**config.mk**
```make
export PLATFORM = sky130hd
export DESIGN_NAME = current_loop_output_scaler_unit
export DESIGN_NICKNAME = d
export VERILOG_FILES = /design/src/design/clos_pkg.sv /design/src/design/current_loop_output_scaler_unit.sv /design/src/design/clos_front.sv /design/src/design/clos_queue.sv /design/src/design/clos_back.sv
export VERILOG_INCLUDE_DIRS = /design/src /design/src/design
export SDC_FILE = /design/constraint.sdc
export NUM_CORES = 2
export LEC_CHECK = 0
export BUFFER_PORTS_ARGS = -buffer_cell sky130_fd_sc_hd__buf_2
export CAP_MARGIN = 20
export CORE_AREA = 2 2 330 332
export CTS_CLUSTER_SIZE = 16
export DETAILED_ROUTE_END_ITERATION = 8
export DIE_AREA = 0 0 332 334
export PLACE_DENSITY_LB_ADDON = 0.25
export REMOVE_ABC_BUFFERS = 1
export SETUP_SLACK_MARGIN = 0.2
export SYNTH_ARGS = -nofsm -noshare
export SYNTH_HDL_FRONTEND = slang
export SYNTH_HIERARCHICAL = 1
export SYNTH_SLANG_ARGS = --single-unit
```
**constraint.sdc**
```tcl
create_clock -name i_clk -period 11.1 [get_ports i_clk]
set_clock_uncertainty 0.15 [all_clocks]
set_input_delay 2.22 -clock i_clk [delete_from_list [all_inputs] [get_ports i_clk]]
set_output_delay 2.22 -clock i_clk [all_outputs]
set_load 0.05 [all_outputs]
```
**src/design/assert_macros.svh**
```systemverilog
// Assertion macros shared by the current loop output scaler modules.
`ifndef ASSERT_MACROS_SVH
`define ASSERT_MACROS_SVH

// Checks a property on every rising clock edge outside reset.
`define CLOS_ASSERT(label, clk, rst_n, prop, msg) \
    label: assert property (@(posedge clk) disable iff (!rst_n) prop) else $error(msg);

// Checks that a condition never holds outside reset.
`define CLOS_NEVER(label, clk, rst_n, cond, msg) \
    label: assert property (@(posedge clk) disable iff (!rst_n) !(cond)) else $error(msg);

`endif

```
**src/design/clos_pkg.sv**
```systemverilog
// Types and constants of the current loop output scaler.
package clos_pkg;

    localparam int NUM_CHAN    = 4;
    localparam int CH_W        = 2;
    localparam int CFG_IDX_W   = 2;
    localparam int SETUP_W     = 35;
    localparam int MEAS_W      = 16;
    localparam int CUR_W       = 11;
    localparam int QUEUE_DEPTH = 4;

    // Setup register layout.
    localparam int LO_LSB   = 0;
    localparam int HI_LSB   = 16;
    localparam int MODE_BIT = 32;
    localparam int SRC_LSB  = 33;

    // Divide by ten of a magnitude: floor(x * 52429 / 2^19) is exact for x below 2^16.
    localparam int RECIP_10    = 52429;
    localparam int RECIP_SHIFT = 19;
    localparam int PROD_W      = 33;
    localparam int TQ_W        = 14;

    // Scaling in hundredths of mA.
    localparam int SCALE_4_20 = 1600;
    localparam int SCALE_0_20 = 2000;
    localparam int CUR_BASE   = 400;
    localparam int CUR_FULL   = 2000;
    localparam int NUM_W      = 27;
    localparam int Q_W        = 11;

    typedef enum logic [1:0] {
        SRC_REDOX  = 2'd0,
        SRC_PH     = 2'd1,
        SRC_TEMP   = 2'd2,
        SRC_DISINF = 2'd3
    } t_src;

    // Classified word handed from the front end to the divider.
    typedef struct packed {
        logic [CH_W-1:0]   ch;
        logic              zero;
        logic              neg;
        logic              mode;
        logic [MEAS_W-1:0] m;
        logic [MEAS_W-1:0] d;
    } t_item;

endpackage

```
**src/design/current_loop_output_scaler_unit.sv**
```systemverilog
// Current loop output scaler: top level joining front end, queue and divider.
//
// Usage: the input channel takes one word per cycle (i_valid, o_stall): a
// channel number and four measurements. The channel's setup register picks
// the source, which is clamped between the 4 mA and 20 mA endpoint values
// and mapped onto 0..2000 hundredths of mA. Each input word gives exactly
// one result word on the output channel (o_valid, i_stall), in order.
// Setup registers are written through i_cfg_we, i_cfg_idx and i_cfg_data;
// the user writes them while no word is in flight; the block does not enforce it.
// Path: a result passes two front stages, one queue slot, a multiply stage,
// eleven divider stages of one quotient bit each and the output register.
// Throughput: one word per cycle while the receiver does not stall; every stage is pipelined.
// Reset (synchronous, active low) clears all setup registers and empties
// every stage and the queue. When the receiver stalls, the result register
// holds, the divider fills, then the queue, and finally o_stall rises.
module current_loop_output_scaler_unit import clos_pkg::*; #(
    parameter int QDEPTH = QUEUE_DEPTH
) (
    input  logic                     i_clk,
    input  logic                     i_rst_n,
    input  logic                     i_valid,
    output logic                     o_stall,
    input  logic [CH_W-1:0]          i_channel,
    input  logic signed [MEAS_W-1:0] i_redox_mv,
    input  logic signed [MEAS_W-1:0] i_ph_value,
    input  logic signed [MEAS_W-1:0] i_temp_tenths,
    input  logic signed [MEAS_W-1:0] i_disinfect_value,
    input  logic                     i_cfg_we,
    input  logic [CFG_IDX_W-1:0]     i_cfg_idx,
    input  logic [SETUP_W-1:0]       i_cfg_data,
    output logic                     o_valid,
    input  logic                     i_stall,
    output logic [CH_W-1:0]          o_channel_out,
    output logic [CUR_W-1:0]         o_current_centi_ma,
    output logic                     o_span_zero
);

    logic  push;
    logic  full;
    logic  pop;
    logic  q_valid;
    t_item f_item;
    t_item q_item;

    clos_front u_front (
        .i_clk             (i_clk),
        .i_rst_n           (i_rst_n),
        .i_valid           (i_valid),
        .o_stall           (o_stall),
        .i_channel         (i_channel),
        .i_redox_mv        (i_redox_mv),
        .i_ph_value        (i_ph_value),
        .i_temp_tenths     (i_temp_tenths),
        .i_disinfect_value (i_disinfect_value),
        .i_cfg_we          (i_cfg_we),
        .i_cfg_idx         (i_cfg_idx),
        .i_cfg_data        (i_cfg_data),
        .o_push            (push),
        .o_item            (f_item),
        .i_full            (full)
    );

    clos_queue #(
        .DEPTH (QDEPTH)
    ) u_queue (
        .i_clk   (i_clk),
        .i_rst_n (i_rst_n),
        .i_push  (push),
        .i_item  (f_item),
        .o_full  (full),
        .i_pop   (pop),
        .o_valid (q_valid),
        .o_item  (q_item)
    );

    clos_back u_back (
        .i_clk              (i_clk),
        .i_rst_n            (i_rst_n),
        .i_valid            (q_valid),
        .i_item             (q_item),
        .o_pop              (pop),
        .o_valid            (o_valid),
        .i_stall            (i_stall),
        .o_channel_out      (o_channel_out),
        .o_current_centi_ma (o_current_centi_ma),
        .o_span_zero        (o_span_zero)
    );

endmodule

```
**src/design/clos_front.sv**
```systemverilog
// Front end: setup registers, source selection, temperature scaling and clamping.
module clos_front import clos_pkg::*; (
    input  logic                     i_clk,
    input  logic                     i_rst_n,
    input  logic                     i_valid,
    output logic                     o_stall,
    input  logic [CH_W-1:0]          i_channel,
    input  logic signed [MEAS_W-1:0] i_redox_mv,
    input  logic signed [MEAS_W-1:0] i_ph_value,
    input  logic signed [MEAS_W-1:0] i_temp_tenths,
    input  logic signed [MEAS_W-1:0] i_disinfect_value,
    input  logic                     i_cfg_we,
    input  logic [CFG_IDX_W-1:0]     i_cfg_idx,
    input  logic [SETUP_W-1:0]       i_cfg_data,
    output logic                     o_push,
    output t_item                    o_item,
    input  logic                     i_full
);

    logic [SETUP_W-1:0] r_cfg [NUM_CHAN];

    logic                     r_v1;
    logic [CH_W-1:0]          r_ch1;
    logic signed [MEAS_W-1:0] r_lo1;
    logic signed [MEAS_W-1:0] r_hi1;
    logic                     r_mode1;
    logic                     r_temp1;
    logic                     r_tneg1;
    logic signed [MEAS_W-1:0] r_raw1;
    logic [PROD_W-1:0]        r_prod1;

    logic  r_v2;
    t_item r_item2;

    logic [SETUP_W-1:0]       setup;
    t_src                     src;
    logic signed [MEAS_W-1:0] raw;
    logic signed [MEAS_W:0]   t_ext;
    logic [MEAS_W:0]          t_mag;
    logic [PROD_W-1:0]        prod;

    logic [TQ_W-1:0]          tquo;
    logic signed [MEAS_W:0]   tquo_s;
    logic signed [MEAS_W:0]   val;
    logic signed [MEAS_W:0]   lo_e;
    logic signed [MEAS_W:0]   hi_e;
    logic signed [MEAS_W:0]   vmin;
    logic signed [MEAS_W:0]   vmax;
    logic signed [MEAS_W:0]   vcl;
    logic signed [MEAS_W:0]   dd;
    logic signed [MEAS_W:0]   mm;
    t_item                    n_item2;

    logic adv2;
    logic rdy1;

    always_ff @(posedge i_clk) begin
        if (!i_rst_n) begin
            for (int k = 0; k < NUM_CHAN; k++) begin
                r_cfg[k] <= '0;
            end
        end else if (i_cfg_we) begin
            r_cfg[i_cfg_idx] <= i_cfg_data;
        end
    end

    always_comb begin
        setup = r_cfg[i_channel];
        src   = t_src'(setup[SRC_LSB +: 2]);
        case (src)
            SRC_REDOX: raw = i_redox_mv;
            SRC_PH:    raw = i_ph_value;
            SRC_TEMP:  raw = i_temp_tenths;
            default:   raw = i_disinfect_value;
        endcase
        t_ext = {i_temp_tenths[MEAS_W-1], i_temp_tenths};
        t_mag = t_ext[MEAS_W] ? (MEAS_W+1)'(-t_ext) : t_ext;
        prod  = PROD_W'(t_mag) * PROD_W'(RECIP_10);
    end

    // Second stage: finish the divide by ten, then clamp into the span.
    always_comb begin
        tquo   = r_prod1[RECIP_SHIFT +: TQ_W];
        tquo_s = signed'((MEAS_W+1)'(tquo));
        if (r_temp1) begin
            val = r_tneg1 ? -tquo_s : tquo_s;
        end else begin
            val = {r_raw1[MEAS_W-1], r_raw1};
        end
        lo_e = {r_lo1[MEAS_W-1], r_lo1};
        hi_e = {r_hi1[MEAS_W-1], r_hi1};
        vmin = (hi_e < lo_e) ? hi_e : lo_e;
        vmax = (hi_e < lo_e) ? lo_e : hi_e;
        if (val < vmin) begin
            vcl = vmin;
        end else if (val > vmax) begin
            vcl = vmax;
        end else begin
            vcl = val;
        end
        dd = vcl - vmin;
        mm = vmax - vmin;
        n_item2.ch   = r_ch1;
        n_item2.zero = (r_lo1 == r_hi1);
        n_item2.neg  = (hi_e < lo_e);
        n_item2.mode = r_mode1;
        n_item2.m    = mm[MEAS_W-1:0];
        n_item2.d    = dd[MEAS_W-1:0];
    end

    assign adv2    = !r_v2 || !i_full;
    assign rdy1    = !r_v1 || adv2;
    assign o_stall = !rdy1;
    assign o_push  = r_v2 && !i_full;
    assign o_item  = r_item2;

    always_ff @(posedge i_clk) begin
        if (!i_rst_n) begin
            r_v1 <= 1'b0;
            r_v2 <= 1'b0;
        end else begin
            if (rdy1) begin
                r_v1 <= i_valid;
            end
            if (adv2) begin
                r_v2 <= r_v1;
            end
        end
    end

    always_ff @(posedge i_clk) begin
        if (rdy1 && i_valid) begin
            r_ch1   <= i_channel;
            r_lo1   <= signed'(setup[LO_LSB +: MEAS_W]);
            r_hi1   <= signed'(setup[HI_LSB +: MEAS_W]);
            r_mode1 <= setup[MODE_BIT];
            r_temp1 <= (src == SRC_TEMP);
            r_tneg1 <= i_temp_tenths[MEAS_W-1];
            r_raw1  <= raw;
            r_prod1 <= prod;
        end
        if (adv2 && r_v1) begin
            r_item2 <= n_item2;
        end
    end

endmodule

```
**src/design/clos_queue.sv**
```systemverilog
// Short queue of classified words between the front end and the divider.
`include "assert_macros.svh"
module clos_queue import clos_pkg::*; #(
    parameter int DEPTH = QUEUE_DEPTH
) (
    input  logic  i_clk,
    input  logic  i_rst_n,
    input  logic  i_push,
    input  t_item i_item,
    output logic  o_full,
    input  logic  i_pop,
    output logic  o_valid,
    output t_item o_item
);

    localparam int PTR_W = (DEPTH > 1) ? $clog2(DEPTH) : 1;
    localparam int CNT_W = $clog2(DEPTH + 1);

    t_item             r_mem [DEPTH];
    logic [PTR_W-1:0]  r_wr;
    logic [PTR_W-1:0]  r_rd;
    logic [CNT_W-1:0]  r_cnt;

    assign o_full  = (r_cnt == CNT_W'(DEPTH));
    assign o_valid = (r_cnt != '0);
    assign o_item  = r_mem[r_rd];

    always_ff @(posedge i_clk) begin
        if (i_push) begin
            r_mem[r_wr] <= i_item;
        end
    end

    always_ff @(posedge i_clk) begin
        if (!i_rst_n) begin
            r_wr  <= '0;
            r_rd  <= '0;
            r_cnt <= '0;
        end else begin
            if (i_push) begin
                r_wr <= (r_wr == PTR_W'(DEPTH - 1)) ? '0 : r_wr + 1'b1;
            end
            if (i_pop) begin
                r_rd <= (r_rd == PTR_W'(DEPTH - 1)) ? '0 : r_rd + 1'b1;
            end
            case ({i_push, i_pop})
                2'b10:   r_cnt <= r_cnt + 1'b1;
                2'b01:   r_cnt <= r_cnt - 1'b1;
                default: r_cnt <= r_cnt;
            endcase
        end
    end

    `CLOS_NEVER(a_no_pop_empty, i_clk, i_rst_n, i_pop && (r_cnt == '0), "pop from empty queue")
    `CLOS_ASSERT(a_cnt_up, i_clk, i_rst_n, (i_push && !i_pop) |=> (r_cnt == $past(r_cnt) + 1'b1), "queue count did not rise")

endmodule

```
**src/design/clos_back.sv**
```systemverilog
// Back end: scaling multiply, pipelined restoring divider and output register.
`include "assert_macros.svh"
module clos_back import clos_pkg::*; (
    input  logic             i_clk,
    input  logic             i_rst_n,
    input  logic             i_valid,
    input  t_item            i_item,
    output logic             o_pop,
    output logic             o_valid,
    input  logic             i_stall,
    output logic [CH_W-1:0]  o_channel_out,
    output logic [CUR_W-1:0] o_current_centi_ma,
    output logic             o_span_zero
);

    localparam int NSTG = Q_W + 1;

    typedef struct packed {
        logic [CH_W-1:0]   ch;
        logic              zero;
        logic              neg;
        logic              mode;
        logic [MEAS_W-1:0] m;
        logic [NUM_W-1:0]  rem;
        logic [Q_W-1:0]    q;
    } t_div;

    t_div             r_st [NSTG];
    logic [NSTG-1:0]  r_sv;
    t_div             n_st [NSTG];
    logic [NSTG:0]    rdy;

    logic             r_ov;
    logic [CH_W-1:0]  r_och;
    logic [CUR_W-1:0] r_ocur;
    logic             r_ozero;
    logic [CUR_W-1:0] n_ocur;
    logic [CUR_W:0]   qup;

    // First stage scales the distance into the span by 100 times the mA range.
    always_comb begin
        n_st[0].ch   = i_item.ch;
        n_st[0].zero = i_item.zero;
        n_st[0].neg  = i_item.neg;
        n_st[0].mode = i_item.mode;
        n_st[0].m    = i_item.m;
        n_st[0].rem  = NUM_W'(i_item.d) *
                       NUM_W'(i_item.mode ? SCALE_0_20 : SCALE_4_20);
        n_st[0].q    = '0;
    end

    // One quotient bit per stage, most significant first.
    for (genvar s = 1; s < NSTG; s++) begin : g_div
        localparam int SH = Q_W - s;
        logic [NUM_W-1:0] dv;
        assign dv = NUM_W'(r_st[s-1].m) << SH;
        always_comb begin
            n_st[s] = r_st[s-1];
            if (r_st[s-1].rem >= dv) begin
                n_st[s].rem   = r_st[s-1].rem - dv;
                n_st[s].q[SH] = 1'b1;
            end
        end
    end

    assign rdy[NSTG] = !r_ov || !i_stall;
    for (genvar s = 0; s < NSTG; s++) begin : g_rdy
        assign rdy[s] = !r_sv[s] || rdy[s+1];
    end

    assign o_pop = i_valid && rdy[0];

    // An inverted span maps downward, so the remainder rounds the quotient up.
    always_comb begin
        qup = (CUR_W+1)'(r_st[NSTG-1].q) + (CUR_W+1)'(r_st[NSTG-1].rem != '0);
        if (r_st[NSTG-1].zero) begin
            n_ocur = '0;
        end else if (r_st[NSTG-1].neg) begin
            n_ocur = CUR_W'((CUR_W+1)'(CUR_FULL) - qup);
        end else if (r_st[NSTG-1].mode) begin
            n_ocur = r_st[NSTG-1].q;
        end else begin
            n_ocur = CUR_W'(CUR_BASE) + r_st[NSTG-1].q;
        end
    end

    always_ff @(posedge i_clk) begin
        if (!i_rst_n) begin
            r_sv <= '0;
            r_ov <= 1'b0;
        end else begin
            if (rdy[0]) begin
                r_sv[0] <= i_valid;
            end
            for (int k = 1; k < NSTG; k++) begin
                if (rdy[k]) begin
                    r_sv[k] <= r_sv[k-1];
                end
            end
            if (rdy[NSTG]) begin
                r_ov <= r_sv[NSTG-1];
            end
        end
    end

    always_ff @(posedge i_clk) begin
        for (int k = 0; k < NSTG; k++) begin
            if (rdy[k]) begin
                r_st[k] <= n_st[k];
            end
        end
        if (rdy[NSTG] && r_sv[NSTG-1]) begin
            r_och   <= r_st[NSTG-1].ch;
            r_ocur  <= n_ocur;
            r_ozero <= r_st[NSTG-1].zero;
        end
    end

    assign o_valid            = r_ov;
    assign o_channel_out      = r_och;
    assign o_current_centi_ma = r_ocur;
    assign o_span_zero        = r_ozero;

    `CLOS_ASSERT(a_zero_cur, i_clk, i_rst_n, (r_ov && r_ozero) |-> (r_ocur == '0), "zero span with nonzero current")
    `CLOS_ASSERT(a_cur_range, i_clk, i_rst_n, r_ov |-> (r_ocur <= CUR_W'(CUR_FULL)), "current above full scale")

endmodule

```
# [Yosys cells after proc, flatten, opt, wreduce, memory -nomap -nowiden]
# Memory sizes are Yosys's and may differ from the RTL's. A register that Yosys moved wholly into a read port is not among the register bits.
# Cells that the tools add are included.
[op_classes] multipliers=2 magnitude_cmp=14 n_eq_ne=8 reduce_logical=43 muxes=70 n_addsub=22
[ops] operator="$mux 27" n=10
[ops] operator="$mux 17" n=5
[ops] operator="$pmux 16 s3" n=1
[ops] operator="$mux 1" n=41
[ops] operator="$mux 35" n=1
[ops] operator="$reduce_or 35->1" n=1
[ops] operator="$mul 17x16->33 const B" n=1
[ops] operator="$mux 16" n=2
[ops] operator="$sub 16x16->16" n=2
[ops] operator="$mux 28" n=1
[ops] operator="$ge 27x16->1" n=1
[ops] operator="$ge 27x17->1" n=1
[ops] operator="$ge 27x18->1" n=1
[ops] operator="$ge 27x19->1" n=1
[ops] operator="$ge 27x20->1" n=1
[ops] operator="$ge 27x21->1" n=1
[ops] operator="$ge 27x22->1" n=1
[ops] operator="$ge 27x23->1" n=1
[ops] operator="$ge 27x24->1" n=1
[ops] operator="$ge 27x25->1" n=1
[ops] operator="$ge 27x26->1" n=1
[ops] operator="$mul 16x27->27" n=1
[ops] operator="$reduce_bool 27->1" n=1
[ops] operator="$sub 27x16->27" n=1
[ops] operator="other kinds (35)" n=80
[word_totals] ff_bits=159 ram_bits=996 n_memories=3 inputBits=108
[mem_list] memory="u_back.r_st" words=12 word_bits=59 read_ports=12 rd_ports_with_merged_regs=0 wr=12 line_no="clos_back.sv:28" source="t_div r_st [NSTG];"
[mem_list] memory="u_queue.r_mem" words=4 word_bits=37 read_ports=1 rd_ports_with_merged_regs=1 wr=1 line_no="clos_queue.sv:19" source="t_item r_mem [DEPTH];"
[mem_list] memory="u_front.r_cfg" words=4 word_bits=35 read_ports=1 rd_ports_with_merged_regs=0 wr=4 line_no="clos_front.sv:20" source="logic [SETUP_W-1:0] r_cfg [NUM_CHAN];"

# [Logic depth before layout (Yosys ltp)]
[logic_depth] depth_word=17 depth_mapped=39 mapped_depth_nobuf=33

# [Cells and area by module]
# The synthesis kept the hierarchy.
[modules_own_cells] module="clos_back" n_inst=1 area_per_inst_um2=34481.8 cells_per_inst=2922 seq_area_each_um2=18337.6
[modules_own_cells] module="clos_front" n_inst=1 area_per_inst_um2=18443.9 cells_per_inst=1565 seq_area_each_um2=7367.1
[modules_own_cells] module="clos_queue" n_inst=1 area_per_inst_um2=5860.6 cells_per_inst=240 seq_area_each_um2=4624.4

# [Least setup slack after synthesis]
# Ideal clock, no wire load.
[synth_path] path_kind="input port to flip-flop" start="in i_temp_tenths[6]" end="reg u_front.r_prod1[32], data pin" stages=26 t_arrival_ps=8402 setup_time_ps=260 slack_ps=2288 required_ps=10690 path_cell_list="or4_1 > or4_1 > nand2_1 > xnor2_1 > ha_1 > ha_1 > inv_1 > fa_1 > inv_1 > fa_1 > inv_1 > fa_1 > fa_1 > inv_1 > ha_1 > and4_1 > o21ai_0 > o22ai_1 > o21ai_0 > o311a_1 > o22a_1 > a311oi_1 > a221o_1 > a211o_1 > a21oi_1 > xnor2_1"
[synth_via] elab_chain_cells=3
[synth_rtl] item="start: declaration" line_no="current_loop_output_scaler_unit.sv:26" source="input logic signed [MEAS_W-1:0] i_temp_tenths,"
[synth_rtl] item="$neg 16->17" line_no="clos_front.sv:77" source="t_mag = t_ext[MEAS_W] ? (MEAS_W+1)'(-t_ext) : t_ext;"
[synth_rtl] item="$mux 17 (*)" line_no="clos_front.sv:77"
[synth_rtl] item="$mul 17x16->33 (*)" line_no="clos_front.sv:78" source="prod = PROD_W'(t_mag) * PROD_W'(RECIP_10);"
[synth_rtl] item="named net u_front.prod[32]" line_no="clos_front.sv:40" source="logic [PROD_W-1:0] prod;"
[synth_rtl] item="end signal: assignment" line_no="clos_front.sv:140" source="r_prod1 <= prod;"
[synth_rtl] item="end: declaration" line_no="clos_front.sv:30" source="logic [PROD_W-1:0] r_prod1;"
# The timed path passes the listed nets; every way through them passes the cells marked *.
# A chain may end at the register's enable or synchronous reset.

# [Worst setup path in the final report]
# Ends and elaborated chain as after synthesis.

==> flow_summary.ini <==
[clock_network]
cts_setup_buffers = 0
clkTransAtPathRegs_ns = 0.06
cts_resized = 0
clk_path_buf_depth = 3
cts_tree = built
cts_buffers = 105
h-tree-depth = 3
cts-hold-fix-buffers = 0
worst_skew_pair.late_latency_ns = 0.69
cts_sinks = 1018
cts-root-buf = clkbuf_16

[grt]
antenna_found_initial = 1
grt_pass1_wl_mm = 195
top_usage_layer = met2
grt_usage = 0.222
met2_usage = 0.391
grt-ovfl-total = 0
grt_pass1_vias = 36200
grtUsageMet1 = 0.283
grt.met3_usage = 0.0282
grt_max_degree = 68

[min_path]
hold_end = u_back/r_st[1][55]$_DFFE_PP_
hold_path_depth = 0
hold_path.class = reg -> reg
min_from = u_back/r_st[0][232]$_DFFE_PP_

[drt]
drc = 0
viasPerCell = 5.64
ant_nets = 0
routed_wl_mm = 122
drtIter0Drc = 2470
first_pass_iters = 6
via_count = 36100
wl_per_cell_um = 19.1

[worst_setup_path]
cp-start-kind = input pin
reg2reg_from = u_front/r_hi1[15]$_DFFE_PP_
crit_fanout = 5
required_ns = 11.35
arrival_ns = 9.34
setup.worst_path.end_class = flop
crit_type = in -> reg
rrSetupSlack_ns = 2.91
r2r-end = u_front/o_item[15]$_DFFE_PP_
r2r_cells = 31

[synth]
synth_flop_cell = edfxtp_1
synth_top_area_share = 0.508
syn-cell-area_sq_mm = 0.0588
yosysUniqueCellTypes = 116
synth-seq-cells = 1018
synthCells = 4727
avgSynthCellArea_sq_um = 12.4
ys_seq_area_frac = 0.516
synthArstFlopShare = 0
ys_warn_count = 6
synth-edff-count = 994
yosysTopAreaCell = edfxtp_1
ys_top_cells_by_area = edfxtp_1 (51%), ha_1 (10%), fa_1 (5.1%)
synthTopCellsByCount = edfxtp_1 (994), inv_1 (525), ha_1 (470)
post-synth-top-count-cell = edfxtp_1

[placement]
gp_congestion = 0.920
portBuffers = 123
place_area_sq_mm = 0.0610
dp_hpwl_mm = 91.3

[sta]
drv_slew = 0
tns_ns = 0
min_period_ns = 9.08
hold_viol_final = 0
max_freq_ghz = 0.110
worst_pin_slew_ns = 1.11
relSlewSlack = 0.253
rsz0062_at_grt = false
setup_viol = 0
fin_crit_sh = 0.818

[cells_and_area]
nets = 5625
postLayoutCellArea_sq_mm = 0.0645
area_growth_pct = 9.73
drive_above_1_share = 0.107
num_antenna_cells = 0

[die]
rows = 121
die-area_sq_mm = 0.111
coreArea_sq_mm = 0.108
num_io_pins = 124
dieHeight_um = 334
die_x_um = 332
initial_core_util = 0.545

[run_status]
outcome = finished, final reports clean

[job]
drv_cap = 0
==> how the worst max path moves through the flow <==
stage / cells past startpoint / slack, ns / from / to
floorplan: 26 / 2.29 / i_temp_tenths[6] / u_front/r_prod1[32]$_DFFE_PP_
global placement: 25 / 1.41 / i_temp_tenths[6] / u_front/r_prod1[32]$_DFFE_PP_
detailed placement: 25 / 1.35 / i_temp_tenths[6] / u_front/r_prod1[32]$_DFFE_PP_
CTS: 25 / 2.04 / i_temp_tenths[6] / u_front/r_prod1[32]$_DFFE_PP_
global route: 25 / 1.71 / i_temp_tenths[6] / u_front/r_prod1[32]$_DFFE_PP_
finish: 25 / 2.02 / i_temp_tenths[6] / u_front/r_prod1[32]$_DFFE_PP_
==> worst max-delay path, stage by stage <==
cell,delay [ns]
buf_2,0.13
or4_1,0.56
or4_1,0.54
nand2_1,0.11
xnor2_1,0.30
ha_1,0.42
ha_1,0.31
inv_1,0.05
fa_1,0.50
inv_1,0.05
fa_1,0.53
inv_1,0.05
fa_1,0.46
fa_1,0.49
inv_1,0.05
ha_1,0.28
and4_1,0.16
o21ai_0,0.12
o311a_1,0.43
o22a_1,0.23
a311oi_1,0.58
a221o_1,0.35
a211o_1,0.19
a21oi_1,0.09
xnor2_1,0.13
==> kinds of logic (layout without fill, tap and decap cells) <==
logic type,after synthesis,after routing,share of synthesized area
adder cells (fa/ha/maj),620,620,0.151
buffers and inverters,634,885,0.0431
XOR/XNOR,292,292,0.0436
multiplexers,192,192,0.0536
other,2,8,0.000128
AO/OA/AOI/OAI,847,847,0.0935
flip-flops,1018,1018,0.516
AND/OR/NAND/NOR,1122,1122,0.0991
==> per-layer routing <==
layer  routed length (um)  share of wire
met1                51800           0.42
met2                61900           0.51
met3                 4420          0.036
met4                 4010          0.033
met5                    0              0
==> placed cells by master (no fill, tap or decap), drive strengths merged, types with 24 or more instances in the layout <==
cell type,instances
nand4,33
nand3,60
o21ai,189
or3,33
nor4,26
o31ai,37
a211oi,29
clkinv,46
and3,62
xor2,118
nand2b,56
xnor2,174
edfxtp,994
a21o,88
mux2,56
fa,150
clkbuf,135
nor2b,62
inv,531
buf,164
dfxtp,24
nand2,218
nor3,74
nor2,277
o21a,53
mux4,88
and2,135
ha,470
a21oi,267
mux2i,48
==> cell type report <==
type / count / area (sq um)
fillers: 8561 / 43300
clock inverters: 59 / 539
inverters: 527 / 1980
multi-input cells: 3081 / 26000
repair buffers: 164 / 981
clock buffers: 135 / 2880
well taps: 1414 / 1770
flip-flops and latches: 1018 / 30300
==> metrics by stage <==
step | hold WS, ns | setup slack [ns] | util | cells
final | 0.254 | 2.02 | 0.598 | 6398
after global routing | 0.259 | 1.71 | 0.598 | 6398
after CTS | 0.253 | 2.04 | 0.598 | 6394
after detailed placement | 0.255 | 1.35 | 0.566 | 6200
after global placement | 0.251 | 1.41 | 0.566 | 6200
after floorplan | 0.250 | 2.29 | - | 4626
==> state kept, by name, indices dropped and copies added, names as in the netlist, 2 cells and up, named ones only <==
register and flops:
u_back/r_st 588, u_queue/r_mem 148, u_front/r_cfg 140, u_front/o_item 37
u_front/r_hi1 16, u_front/r_lo1 16, u_front/r_raw1 16, u_front/r_prod1 14
u_back/r_sv 12, u_back/o_current_centi_ma 11, u_queue/r_cnt 3, u_back/o_channel_out 2
u_front/r_ch1 2, u_queue/r_rd 2, u_queue/r_wr 2
Power is left out: the tool's default activity adds up to more than one toggle a clock period on the data nets, which glitch-free logic cannot reach.
